$ cat src/rtl/ipbf_pkg.sv
// Shared types and constants for the prefix bitmap filter.
package ipbf_pkg;

  localparam int unsigned HOST_BITS = 16;

  typedef enum logic {
    REQ_ADD   = 1'b0,
    REQ_CHECK = 1'b1
  } req_type_t;

  typedef enum logic {
    STATUS_OK   = 1'b0,
    STATUS_FULL = 1'b1
  } status_t;

  typedef struct packed {
    logic        req_type;
    logic [15:0] client_id;
    logic [31:0] address;
    logic [5:0]  prefix_len;
  } in_item_t;

  typedef struct packed {
    logic inside_res;
    logic status;
  } out_item_t;

  typedef enum logic [2:0] {
    BE_IDLE,
    BE_CLEAR,
    BE_RMW_RD,
    BE_RMW_WR,
    BE_CHK_RD,
    BE_CHK_WT,
    BE_DONE
  } be_state_t;

endpackage

$ cat src/rtl/ipbf_front.sv
// Front end: key search, entry allocation and command build for the back end.
module ipbf_front #(
  parameter int unsigned TABLE_ENTRIES = 16,
  parameter int unsigned ENTRY_W       = 4
) (
  input  logic                  clk,
  input  logic                  rst,
  input  logic                  in_valid,
  output logic                  in_ready,
  input  ipbf_pkg::in_item_t    in_item,
  output logic                  cmd_valid,
  input  logic                  cmd_ready,
  output logic                  cmd_check,
  output logic                  cmd_alloc,
  output logic                  cmd_full,
  output logic                  cmd_hit,
  output logic [ENTRY_W-1:0]    cmd_entry,
  output logic [15:0]           cmd_host,
  output logic [16:0]           cmd_end
);

  localparam int unsigned CNT_W = $clog2(TABLE_ENTRIES + 1);

  logic [TABLE_ENTRIES-1:0] key_valid;
  logic [31:0]              key_tag [TABLE_ENTRIES];
  logic [CNT_W-1:0]         used_entries;

  ipbf_pkg::in_item_t       item;
  logic                     busy;
  logic [ENTRY_W:0]         scan;
  logic                     found;
  logic [ENTRY_W-1:0]       found_idx;

  logic                     scan_done;
  logic                     cur_match;
  logic [5:0]               plen;
  logic [16:0]              span;
  logic [16:0]              end_raw;
  logic                     is_check;
  logic                     full;
  logic                     is_new;

  assign in_ready  = !busy && !cmd_valid;
  assign scan_done = (scan == (ENTRY_W+1)'(TABLE_ENTRIES));
  assign cur_match = !scan_done && key_valid[scan[ENTRY_W-1:0]] &&
                     (key_tag[scan[ENTRY_W-1:0]] == {item.client_id, item.address[31:16]});
  assign is_check  = (item.req_type == ipbf_pkg::REQ_CHECK);
  assign full      = (used_entries >= CNT_W'(TABLE_ENTRIES));
  assign is_new    = !is_check && !found;

  // Clamp the prefix and compute the exclusive end of the host range
  always_comb begin
    plen = (item.prefix_len < 6'd16) ? 6'd16 : item.prefix_len;
    span = (plen > 6'd32) ? 17'd0 : (17'd1 << (6'd32 - plen));
    end_raw = {1'b0, item.address[15:0]} + span;
    if (end_raw > 17'h10000) begin
      end_raw = 17'h10000;
    end
  end

  // Search the key table one entry a cycle, then issue a command
  always_ff @(posedge clk) begin
    if (rst) begin
      busy         <= 1'b0;
      cmd_valid    <= 1'b0;
      key_valid    <= '0;
      used_entries <= '0;
      scan         <= '0;
      found        <= 1'b0;
    end else begin
      if (cmd_valid && cmd_ready) begin
        cmd_valid <= 1'b0;
      end
      if (in_valid && in_ready) begin
        item  <= in_item;
        busy  <= 1'b1;
        scan  <= '0;
        found <= 1'b0;
      end else if (busy) begin
        if (!scan_done && !found) begin
          if (cur_match) begin
            found     <= 1'b1;
            found_idx <= scan[ENTRY_W-1:0];
          end
          scan <= scan + 1'b1;
        end else begin
          busy      <= 1'b0;
          cmd_valid <= 1'b1;
          cmd_check <= is_check;
          cmd_hit   <= found;
          cmd_host  <= item.address[15:0];
          cmd_end   <= end_raw;
          cmd_alloc <= is_new && !full;
          cmd_full  <= is_new && full;
          cmd_entry <= is_new ? used_entries[ENTRY_W-1:0] : found_idx;
          // Allocate the next free entry for a new key
          if (is_new && !full) begin
            key_valid[used_entries[ENTRY_W-1:0]] <= 1'b1;
            key_tag[used_entries[ENTRY_W-1:0]]   <=
              {item.client_id, item.address[31:16]};
            used_entries <= used_entries + 1'b1;
          end
        end
      end
    end
  end

endmodule

$ cat config.mk
export PLATFORM = sky130hd
export DESIGN_NAME = ipbf_front
export DESIGN_NICKNAME = d
export VERILOG_FILES = /design/src/rtl/ipbf_pkg.sv /design/src/rtl/ipbf_front.sv
export SDC_FILE = /design/constraint.sdc
export NUM_CORES = 1
export LEC_CHECK = 0
export BUFFER_PORTS_ARGS = -buffer_cell sky130_fd_sc_hd__buf_2
export CORE_MARGIN = 2
export CORE_UTILIZATION = 50
export DETAILED_ROUTE_END_ITERATION = 16
export PLACE_DENSITY = 0.69
export SYNTH_ARGS = -nofsm -noshare
export SYNTH_HDL_FRONTEND = slang
export SYNTH_SLANG_ARGS = --single-unit
$ cat constraint.sdc
create_clock -name clk -period 4.4 [get_ports clk]
set_input_delay 0.22 -clock clk [delete_from_list [all_inputs] [get_ports clk]]
set_output_delay 0.22 -clock clk [all_outputs]
set_load 0.02 [all_outputs]
Word-level counts from Yosys, hierarchy flattened. Memories as Yosys holds them, arrays and structs flattened. A register that Yosys moved wholly into a read port is not among the register bits. Cells that the tools add are included.

Equality and inequality tests: 2. Shift operators: 1. Reductions and logical operators: 23. Magnitude comparators: 7. Bitwise gates (word level): 4. Multiplexer cells: 22. $add $sub $neg: 4.

Operator list (number): $eq A32 B32 Y1 (1); $add A16 B17 Y17 (1); $gt A17 B17 Y1 const B (1); $mux W17 (1); $shl A1 B6 Y17 const A (1); $or A16 B16 Y16 (1); $mux W1 (15); $mux W4 (3); $add A5 B1 Y5 const B (2); $logic_and A1 B1 Y1 (10); $lt A4 B5 Y1 const B (2); $reduce_and A4 Y1 (2); $gt A6 B6 Y1 const B (1); $logic_not A1 Y1 (6); $lt A6 B5 Y1 const B (1); $mux W6 (1); $sub A6 B6 Y6 const A (1); $eq A5 B5 Y1 const B (1); $ge A5 B5 Y1 const B (1); $reduce_and A5 Y1 (1); $bmux W1 S4 (1); $demux W1 S4 (1); $ge A4 B1 Y1 const B (1); $reduce_and A2 Y1 (2); other kinds (3) (5).

Memory bits (writable): 512. Bits of input ports: 59. Register bits: 129. Output and inout bits: 43. Memories: 1. Word-level logic and storage cells: 82.

Memory list: key_tag (words 16, bits a word 32, rd ports 1, clocked after Yosys merged registers in 1, write ports 1, line ipbf_front.sv:25) `logic [31:0] key_tag [TABLE_ENTRIES];`.

Depth between registers and ports, before layout. Gate-level depths: netlist (run 1).

Depth in word-level cells: 9. Depth in mapped cells: 14. Mapped depth without buffers: 13.

Worst setup path before layout (run 1). Ideal clock, no wire load.

Path type: register to register. From: register cmd_valid. To: memory key_tag[3][0], enable pin. Clock period less this slack: 4.287 ns. Buffers on the path: 1. Setup slack: 0.113 ns. Arrival time: 3.824 ns. Cell stages (with the launch flop): 7. Data required time: 3.937 ns. Library setup time: 0.463 ns. Cells stage by stage: dfxtp_1 -> nor3b_1 -> or2_2 -> clkbuf_1 -> nor3_1 -> nand2_1 -> nor3_1.

Word-level cells in the longest chain between the ends: 6.

RTL lines: from (decl) (line ipbf_front.sv:11) `output logic cmd_valid,`; from (signal assigned) (line ipbf_front.sv:65) `cmd_valid <= 1'b0;`; from (signal assigned) (line ipbf_front.sv:72) `cmd_valid <= 1'b0;`; from (signal assigned) (line ipbf_front.sv:88) `cmd_valid <= 1'b1;`; $logic_not A1 Y1 (line ipbf_front.sv:43) `assign in_ready = !busy && !cmd_valid;`; $logic_and A1 B1 Y1 (line ipbf_front.sv:43); $logic_and A1 B1 Y1 (line ipbf_front.sv:74) `if (in_valid && in_ready) begin`; $mux W1 (line ipbf_front.sv:74); $mux W1 (line ipbf_front.sv:63) `if (rst) begin`; $mux W1 (implied by the code) (line ipbf_front.sv:99) `key_tag[used_entries[ENTRY_W-1:0]] <=`; to (decl) (line ipbf_front.sv:25).

Every way passes these cells.

==> impl_metrics.ini, run 1 <==
[timing]
slew_headroom_pct = 19.5
fin_skew_ps = 22.1
hold_viol_final = 0
timing.hold.ws_ps = 248
fmaxAchievable_mhz = 248
drv_slew = 0
fin_crit_sh_pct = 91.6
tightest_slew_ps = 1200
setup_viol = 0
finalCriticalPeriod_ps = 4030
setup_ws_ps = 369
fin_tns_setup_ps = 0
rsz0062_at_grt = no

[global_route]
grt_overflow = 0
track_usage_pct = 21.2
antenna_found_initial = 0
grt_pass1_vias = 13300
grt_max_degree = 54
grt_pass1_wl_um = 82500

[cts]
cts_sinks = 645
postCtsSetupBuffers = 0
clock_path_buffers = 3
cts-buffers-inserted = 66
clk_pin_slew_worst_paths_ps = 60
cts_hold_buf = 58
cts_tree = yes
cts_resized = 0
clkLatencyLatePin_ps = 610
root_buffer = clkbuf_16
htreeDepth = 3

[final_layout]
final_util_pct = 59.4
drive_gt1_share_pct = 26.1
num-nets-final = 1585
n_antenna_cell = 0
final_cells = 2229
area_growth_pct = 17.1
fin_area_mm2 = 0.0298

[placed_design]
hpwl_um = 30300
dp_cells = 2049
place_worst_setup_slack_ps = 301
placed_area_mm2 = 0.0271
port_buffers = 101
gp_congestion = 0.797

[hold_path]
min_path_type = in2reg
hold-path-endpoint = item[14]
hold-path-cell-count = 3
min_from = in_valid

[synth]
yosys_warnings = 0
synthDistinctLibCells = 60
synthesis.area_mm2 = 0.0254
synth.top_cell.area_share_pct = 72.2
synth_area_leaders = edfxtp_1, mux4_2, dfxtp_1
synth_area_per_cell_um2 = 19.7
syn_inst = 1292
syn_nets = 1374
postSynthRegisterBits = 645
seq_area_frac_synth_pct = 74.8
synth_enable_flop_cells = 612
async_flop_share_pct = 0
synth-main-ff-cell = edfxtp_1
yosysTopAreaCell = edfxtp_1

[route]
drt-initial-drc-count = 1236
detail_route.wl_per_cell_um = 24.6
ant_nets = 0
vias = 13000
drcViolationCount = 0
routed_wl_um = 54700
routed_via_density = 5.81
dr.pass1.iters = 6

[floorplan]
chipWidth_um = 230
start_util_pct = 50.7
ios = 102
die-area_mm2 = 0.0527
num_rows = 82
core_area_mm2 = 0.0502
die_h_um = 230

[setup_path]
cp_slowest_stage_delay_ps = 600
crit_fanout = 19
r2r_cells = 9
worst_setup_path_end_kind = flip-flop
critPathSlowestCell = dfxtp_4
r2r_slack_ps = 370
path_cells = buf_4, mux4_1, mux4_2, xor2_1, nor4_2, nand4_1, or4_1, nor4_2, buf_4
required_ps = 4710
arrival_ps = 4340
timing.rr.end = found_idx[1]
worstSetupPathType = reg2reg
cp-start-kind = flip-flop

[power_and_ir_drop]
p_total_mw = 12.7
ir_drop_mv = 0.320
powerDensity_mw_per_mm2 = 426
leakage_nw = 9.63

[job]
maxCapViolCount = 0

[status]
run_status = finished clean
placed cells by master, fill, tap and decap left out, drive strengths merged, types with 8 or more instances in the layout:
cell         count
inv             15
edfxtp         612
nand2b          13
dfxtp           33
nor2            82
mux4           126
nand3           10
clkbuf          79
xnor2           22
a21o            21
nand2           31
clkinv          29
o21ai           16
mux2            21
a21oi           24
ha              22
xor2            28
nor2b           11
mux2i           48
o22ai            8
dlygate4sd3     58
nor3            16
buf            136
flip-flops by register name (all words and copies together), names as in the netlist, 5 cells and up, named ones only:
signal        cells
key_tag         512
item             54
cmd_end          17
cmd_host         16
key_valid        16
scan              5
used_entries      5
worst max-delay path by stage:
stage | startpoint | to | cells past startpoint
after global placement | flip-flop | found_idx[2] | 9
after global routing | flip-flop | found_idx[1] | 9
final | flip-flop | found_idx[1] | 9
after CTS | flip-flop | found_idx[1] | 9
after floorplan | cmd_valid | key_tag[3][0] | 6
after detailed placement | flip-flop | found_idx[1] | 9
synth_stat cells, types with 3 or more instances:
cell type,instances
edfxtp_1,612
mux4_2,120
nor2_1,82
mux2i_1,48
dfxtp_1,33
nand2_1,31
xor2_1,28
a21oi_1,24
ha_1,22
xnor2_1,22
a21o_1,21
buf_2,21
mux2_2,21
nor3_1,16
o21ai_0,16
clkbuf_1,14
nand2b_1,13
inv_1,11
nor2b_1,11
nand3_1,10
buf_4,8
o22ai_1,8
a211oi_1,7
nand4_1,7
mux4_1,6
a22oi_1,5
buf_1,5
o21a_1,5
a221o_1,4
a221oi_1,4
nor3b_1,4
o211ai_1,4
and2_1,3
nor4_1,3
o32ai_1,3
or2_2,3
or4_1,3
layer usage:
metal / up-vias / global-route usage (%) / share of wire (%)
met5: - / 0 / 0
met4: 0 / 6.41 / 2.5
met3: 100 / 3.86 / 6.0
met2: 418 / 34.6 / 50
met1: 6761 / 29.3 / 42
li1: 5672 / - / -
area by class of cell:
| type | instances | area [um2] |
|---|---|---|
| clock inverter | 43 | 387 |
| sequential | 645 | 19100 |
| inverter | 13 | 48.8 |
| tap | 672 | 841 |
| clock buffer | 79 | 1750 |
| multi-input combinational | 583 | 6200 |
| fill | 3607 | 20400 |
| timing repair buffer | 194 | 1500 |
power breakdown:
| part | internal, mW | leakage [nW] | total [mW] | switching, mW |
|---|---|---|---|---|
| logic | 0.205 | 2.81 | 0.378 | 0.174 |
| registers | 6.72 | 5.79 | 6.80 | 0.0771 |
| clock network | 3.17 | 1.04 | 5.50 | 2.33 |
| total | 10.1 | 9.63 | 12.7 | 2.58 |
critical path, delay by kind of cell, from the launching register on:
kind,cells,cell delay (ps)
DFF,1,600
and+or+nand+nor,4,1460
xor gates and xnor gates,1,170
muxes,2,1030
buffers and inverters,2,460
cell families after synthesis:
group | count (synthesis) | share of synthesized area (%)
xor+xnor | 50 | 1.72
fa+ha+maj | 23 | 1.16
mux | 195 | 14.1
compound gates | 118 | 3.19
simple gates | 197 | 3.75
flops | 645 | 74.8
buf+inv | 64 | 1.29
Power figures use the tool's default switching activity.
==> inputs of run 2 (changes only) <==
- BUFFER_PORTS_ARGS: -buffer_cell sky130_fd_sc_hd__buf_2 -> not set
- DONT_BUFFER_PORTS: not set -> 1
- PLACE_DENSITY: 0.69 -> 0.68
==> run 2 against run 1 <==
Effect of this change: fmax increased by 3.4%; total power decreased by 0.52%; die area unchanged; critical path depth increased by 4; sequential share of layout area increased by 1.4 points; global-route usage about the same; clock skew increased by 5.9 ps; clock power decreased by 0.7%; via count decreased by 2.1%; combinational power decreased by 7.7%; hold slack got worse by 130 ps.
==> impl_metrics.ini, run 2 (same netlist as run 1, synthesis figures left out) <==
[power_and_ir_drop]
leakage_nw = 9.21
p_total_mw = 12.6
ir_drop_mv = 0.311
powerDensity_mw_per_mm2 = 432

[timing]
tightest_slew_ps = 1130
slew_headroom_pct = 24.3
setup_viol = 0
setup_ws_ps = 500
rsz0062_at_grt = no
finalCriticalPeriod_ps = 3900
drv_slew = 0
fin_tns_setup_ps = 0
fin_crit_sh_pct = 88.6
fin_skew_ps = 28.0
hold_viol_final = 0
fmaxAchievable_mhz = 256

[global_route]
grt_overflow = 0
grt_pass1_vias = 13000
grt_pass1_wl_um = 82100
grt_max_degree = 90
track_usage_pct = 21.2
antenna_found_initial = 0

[route]
drcViolationCount = 0
drt-initial-drc-count = 1210
routed_via_density = 5.98
ant_nets = 0
dr.pass1.iters = 5
routed_wl_um = 55100
vias = 12700
detail_route.wl_per_cell_um = 25.9

[final_layout]
layout_commonest_cell = edfxtp_1
largest_reg_flops = 512
drive_gt1_share_pct = 20.2
area_growth_pct = 14.6
fin_area_mm2 = 0.0292
final_cells = 2122
num-nets-final = 1483
final_cell_mix = edfxtp_1, mux4_2, clkbuf_16

[placed_design]
place_worst_setup_slack_ps = 556
hpwl_um = 29500
dp_cells = 1947
placed_area_mm2 = 0.0265
gp_congestion = 0.836
port_buffers = 0

[floorplan]
num_rows = 82
ios = 102
die-area_mm2 = 0.0527
die_h_um = 230
core_area_mm2 = 0.0502
chipWidth_um = 230
start_util_pct = 50.7

[status]
run_status = finished clean

[setup_path]
crit_fanout = 9
worst_setup_path_end_kind = flip-flop
arrival_ps = 4320
cp_top_family = simple AND/OR/NAND/NOR gates
cp_slowest_stage_delay_ps = 450
critPathBufInv = 1
r2r_slack_ps = 500
critPathSlowestCell = nor3_1
worstSetupPathType = reg2reg
cp-start-kind = flip-flop
path_cells = nor2b_1, nand3_1, nor2_1, ha_1, a211oi_1, nor4_1, nor3_1, a21oi_1, or3_1, nand4b_1, nand3_1, buf_4, nor3_1
required_ps = 4820

[hold_path]
min_path_type = in2reg

[cts]
clkLatencyLatePin_ps = 590
cts_tree = yes
htreeDepth = 3
cts_sinks = 645
postCtsSetupBuffers = 0
root_buffer = clkbuf_16
cts-buffers-inserted = 66
clk_pin_slew_worst_paths_ps = 60
clock_path_buffers = 3

[job]
maxCapViolCount = 0
[run 2: cell types whose count changed in the layout (fill, tap and decap cells not counted), moves of 2 or more]
cell        previous run  this run
buf_12                12         5
clkbuf_1              10        18
clkinvlp_4             7         0
buf_2                101         0
clkbuf_8               1         4
clkinv_1              12        10
buf_4                 23        29
clkinv_2              14         9
inv_6                  4         0
clkbuf_16             68        71
[run 2: per-layer routing]
metal  track usage (%)  up-vias  routed length [um]
li1                  -     5486                   -
met1              28.7     6685               22900
met2              35.4      413               27800
met3              3.22       95                3180
met4              6.98        0                1240
met5                 0        -                   0
[run 2: where the power goes]
part | leakage (nW) | total [mW] | internal (mW) | switching, mW
clock network | 1.04 | 5.46 | 3.24 | 2.22
registers | 5.79 | 6.80 | 6.72 | 0.0782
logic | 2.39 | 0.349 | 0.182 | 0.167
total | 9.21 | 12.6 | 10.1 | 2.46
[run 2: final timing paths]
check | startpoint | end | depth (start not counted)
worst max register to register | item[5] | cmd_end[3] | 13
worst min-delay path | rst | key_valid[0] | 2
worst max-delay path | item[5] | cmd_end[3] | 13
worst min register to register | key_valid[10] | key_valid[10] | 1
[run 2: cell type report]
cell class	instances	area, um2
Antenna cell	1	2.50
Clock buffer	93	1900
Clock inverter	23	216
Fill cell	3570	21000
Inverter	13	48.8
Multi-Input combinational cell	583	6200
Sequential cell	645	19100
Tap cell	672	841
Timing Repair Buffer	92	898
[run 2: metrics by stage]
step | utilization, % | hold slack (ps)
after global placement | 52.7 | 293
after global routing | 58.1 | 155
after detailed placement | 52.7 | 292
final | 58.1 | 117
after CTS | 58.1 | 98.3
after floorplan | - | 289
[run 2: timing repair]
item | CTS | global route
hold buffers | 58 | 0
endpoints found under the hold margin | 62 | 0
gates resized for setup | 0 | 0
==> inputs of run 3 (changes only) <==
- PLACE_DENSITY: 0.68 -> not set
- clock period: 4.4 -> 4.5 ns (I/O delays scaled with it)
==> run 3 against run 2 <==
Effect of this change: clock-buffer cell count shrank 2; sequential share of layout area is 0.51 points lower; sequential cell count did not move; core utilization rose by 0.45 points; clock power grew 2%; critical path depth shrank 5; wire length up 1.1%; sequential power down 2%; via count down 1.1%; die area unchanged; design area increased by 0.78%; critical endpoint is now found_idx[3]; largest power group unchanged.
==> impl_metrics.ini, run 3 (same netlist as run 1, synthesis figures left out) <==
[floorplan]
die-area_mm2 = 0.0527
num_rows = 82
start_util_pct = 50.7
core_area_mm2 = 0.0502
die_h_um = 230
chipWidth_um = 230
ios = 102

[placed_design]
port_buffers = 0
hpwl_um = 31300
placed_area_mm2 = 0.0266
gp_congestion = 0.779

[final_layout]
layout_commonest_cell = edfxtp_1
n_antenna_cell = 0
final_cell_mix = edfxtp_1, mux4_2, clkbuf_16
drive_gt1_share_pct = 20.9
fin_area_mm2 = 0.0294
fillCellCount = 3670
area_growth_pct = 15.5
largest_reg_flops = 512
num-nets-final = 1492

[power_and_ir_drop]
ir_drop_mv = 0.377
leakage_nw = 9.31
powerDensity_mw_per_mm2 = 428

[cts]
root_buffer = clkbuf_16
postCtsSetupBuffers = 0
clkLatencyLatePin_ps = 610
htreeDepth = 3
clock_path_buffers = 3
cts_hold_buf = 58
cts_resized = 0
cts_sinks = 645
cts_tree = yes
clk_pin_slew_worst_paths_ps = 60
cts-buffers-inserted = 69

[global_route]
grt_max_degree = 52
grt_overflow = 0
grt_pass1_wl_um = 82800
track_usage_pct = 21.6
grt_pass1_vias = 12900
antenna_found_initial = 0

[setup_path]
arrival_ps = 4420
r2r_cells = 8
worstSetupPathType = reg2reg
cp-start-kind = flip-flop
cpMostUsedCell = nor4_2
crit_fanout = 32
cp_slowest_stage_delay_ps = 780
worst_setup_path_end_kind = flip-flop
path_cells = mux4_1, mux4_2, xor2_1, nor4_2, nand4_1, or4_1, nor4_2, buf_4
required_ps = 4810
critPathSlowestCell = dfxtp_4

[timing]
fin_crit_sh_pct = 91.4
rsz0062_at_grt = no
timing.hold.ws_ps = 86.1
fin_skew_ps = 21.4
fmaxAchievable_mhz = 243
finalCriticalPeriod_ps = 4110
tightest_slew_ps = 1160
fin_tns_setup_ps = 0
hold_viol_final = 0
setup_viol = 0
drv_slew = 0
slew_headroom_pct = 22.5

[route]
vias = 12500
ant_nets = 0
dr_wl_met3_um = 2350
detail_route.wl_per_cell_um = 26.0
routed-wl-met2_um = 27800
wl_met1_um = 24400
routed_via_density = 5.86
dr.pass1.iters = 5
drt-initial-drc-count = 1065
drcViolationCount = 0
routed_wl_um = 55600
dr.max_layer_used = met4

[hold_path]
hold-path-cell-count = 2
min_path_type = in2reg

[job]
maxCapViolCount = 0

[status]
run_status = finished clean
run 3: cell type report:
class / count / area, um2 / share of cell area [%]
flip-flops and latches: 645 / 19100 / 64.8
multi-input cells: 583 / 6200 / 21.1
well taps: 672 / 841 / 2.86
repair buffers: 98 / 1020 / 3.47
clock inverters: 37 / 353 / 1.20
clock buffers: 91 / 1870 / 6.37
inverters: 13 / 48.8 / 0.166
run 3: power breakdown:
group,internal (mW),switching [mW],leakage (nW)
combinational,0.180,0.155,2.44
clock,3.29,2.28,1.09
sequential,6.57,0.0825,5.79
total,10.0,2.52,9.31
run 3: path summary, 6_finish.rpt:
| path | slack [ps] | from | to |
|---|---|---|---|
| worst max-delay path | 390 | flip-flop | found_idx[3] |
| worst min-delay path | 90 | rst | key_valid[8] |
| worst max register to register | 390 | flip-flop | found_idx[3] |
| worst min register to register | 450 | key_valid[11] | key_valid[11] |
run 3: stage by stage:
| step | util (%) | cells | total power [mW] | worst slack (ps) |
|---|---|---|---|---|
| 6_report | 58.6 | 2139 | 12.6 | 389 |
| 5_1_grt | 58.6 | 2139 | 13.0 | 194 |
| 4_1_cts | 58.6 | 2139 | 12.7 | 326 |
| 3_5_place_dp | 53.0 | 1953 | 7.08 | 351 |
| 3_3_place_gp | 53.0 | 1953 | 7.08 | 332 |
| 2_1_floorplan | - | 1292 | 6.99 | 213 |
run 3: worst max-delay path, delay by kind of cell, from the launching register on:
kind	cells	cell delay [ps]
XOR/XNOR	1	180
buffers and inverters	1	220
flip-flops	1	780
multiplexers	2	1110
AND/OR/NAND/NOR	4	1500
run 3: metal layers:
metal  vias up  global-route usage [%]
met3        82                    3.72
met4         0                    5.82
met1      6661                    30.2
met5         -                       0
li1       5506                       -
met2       288                    35.3
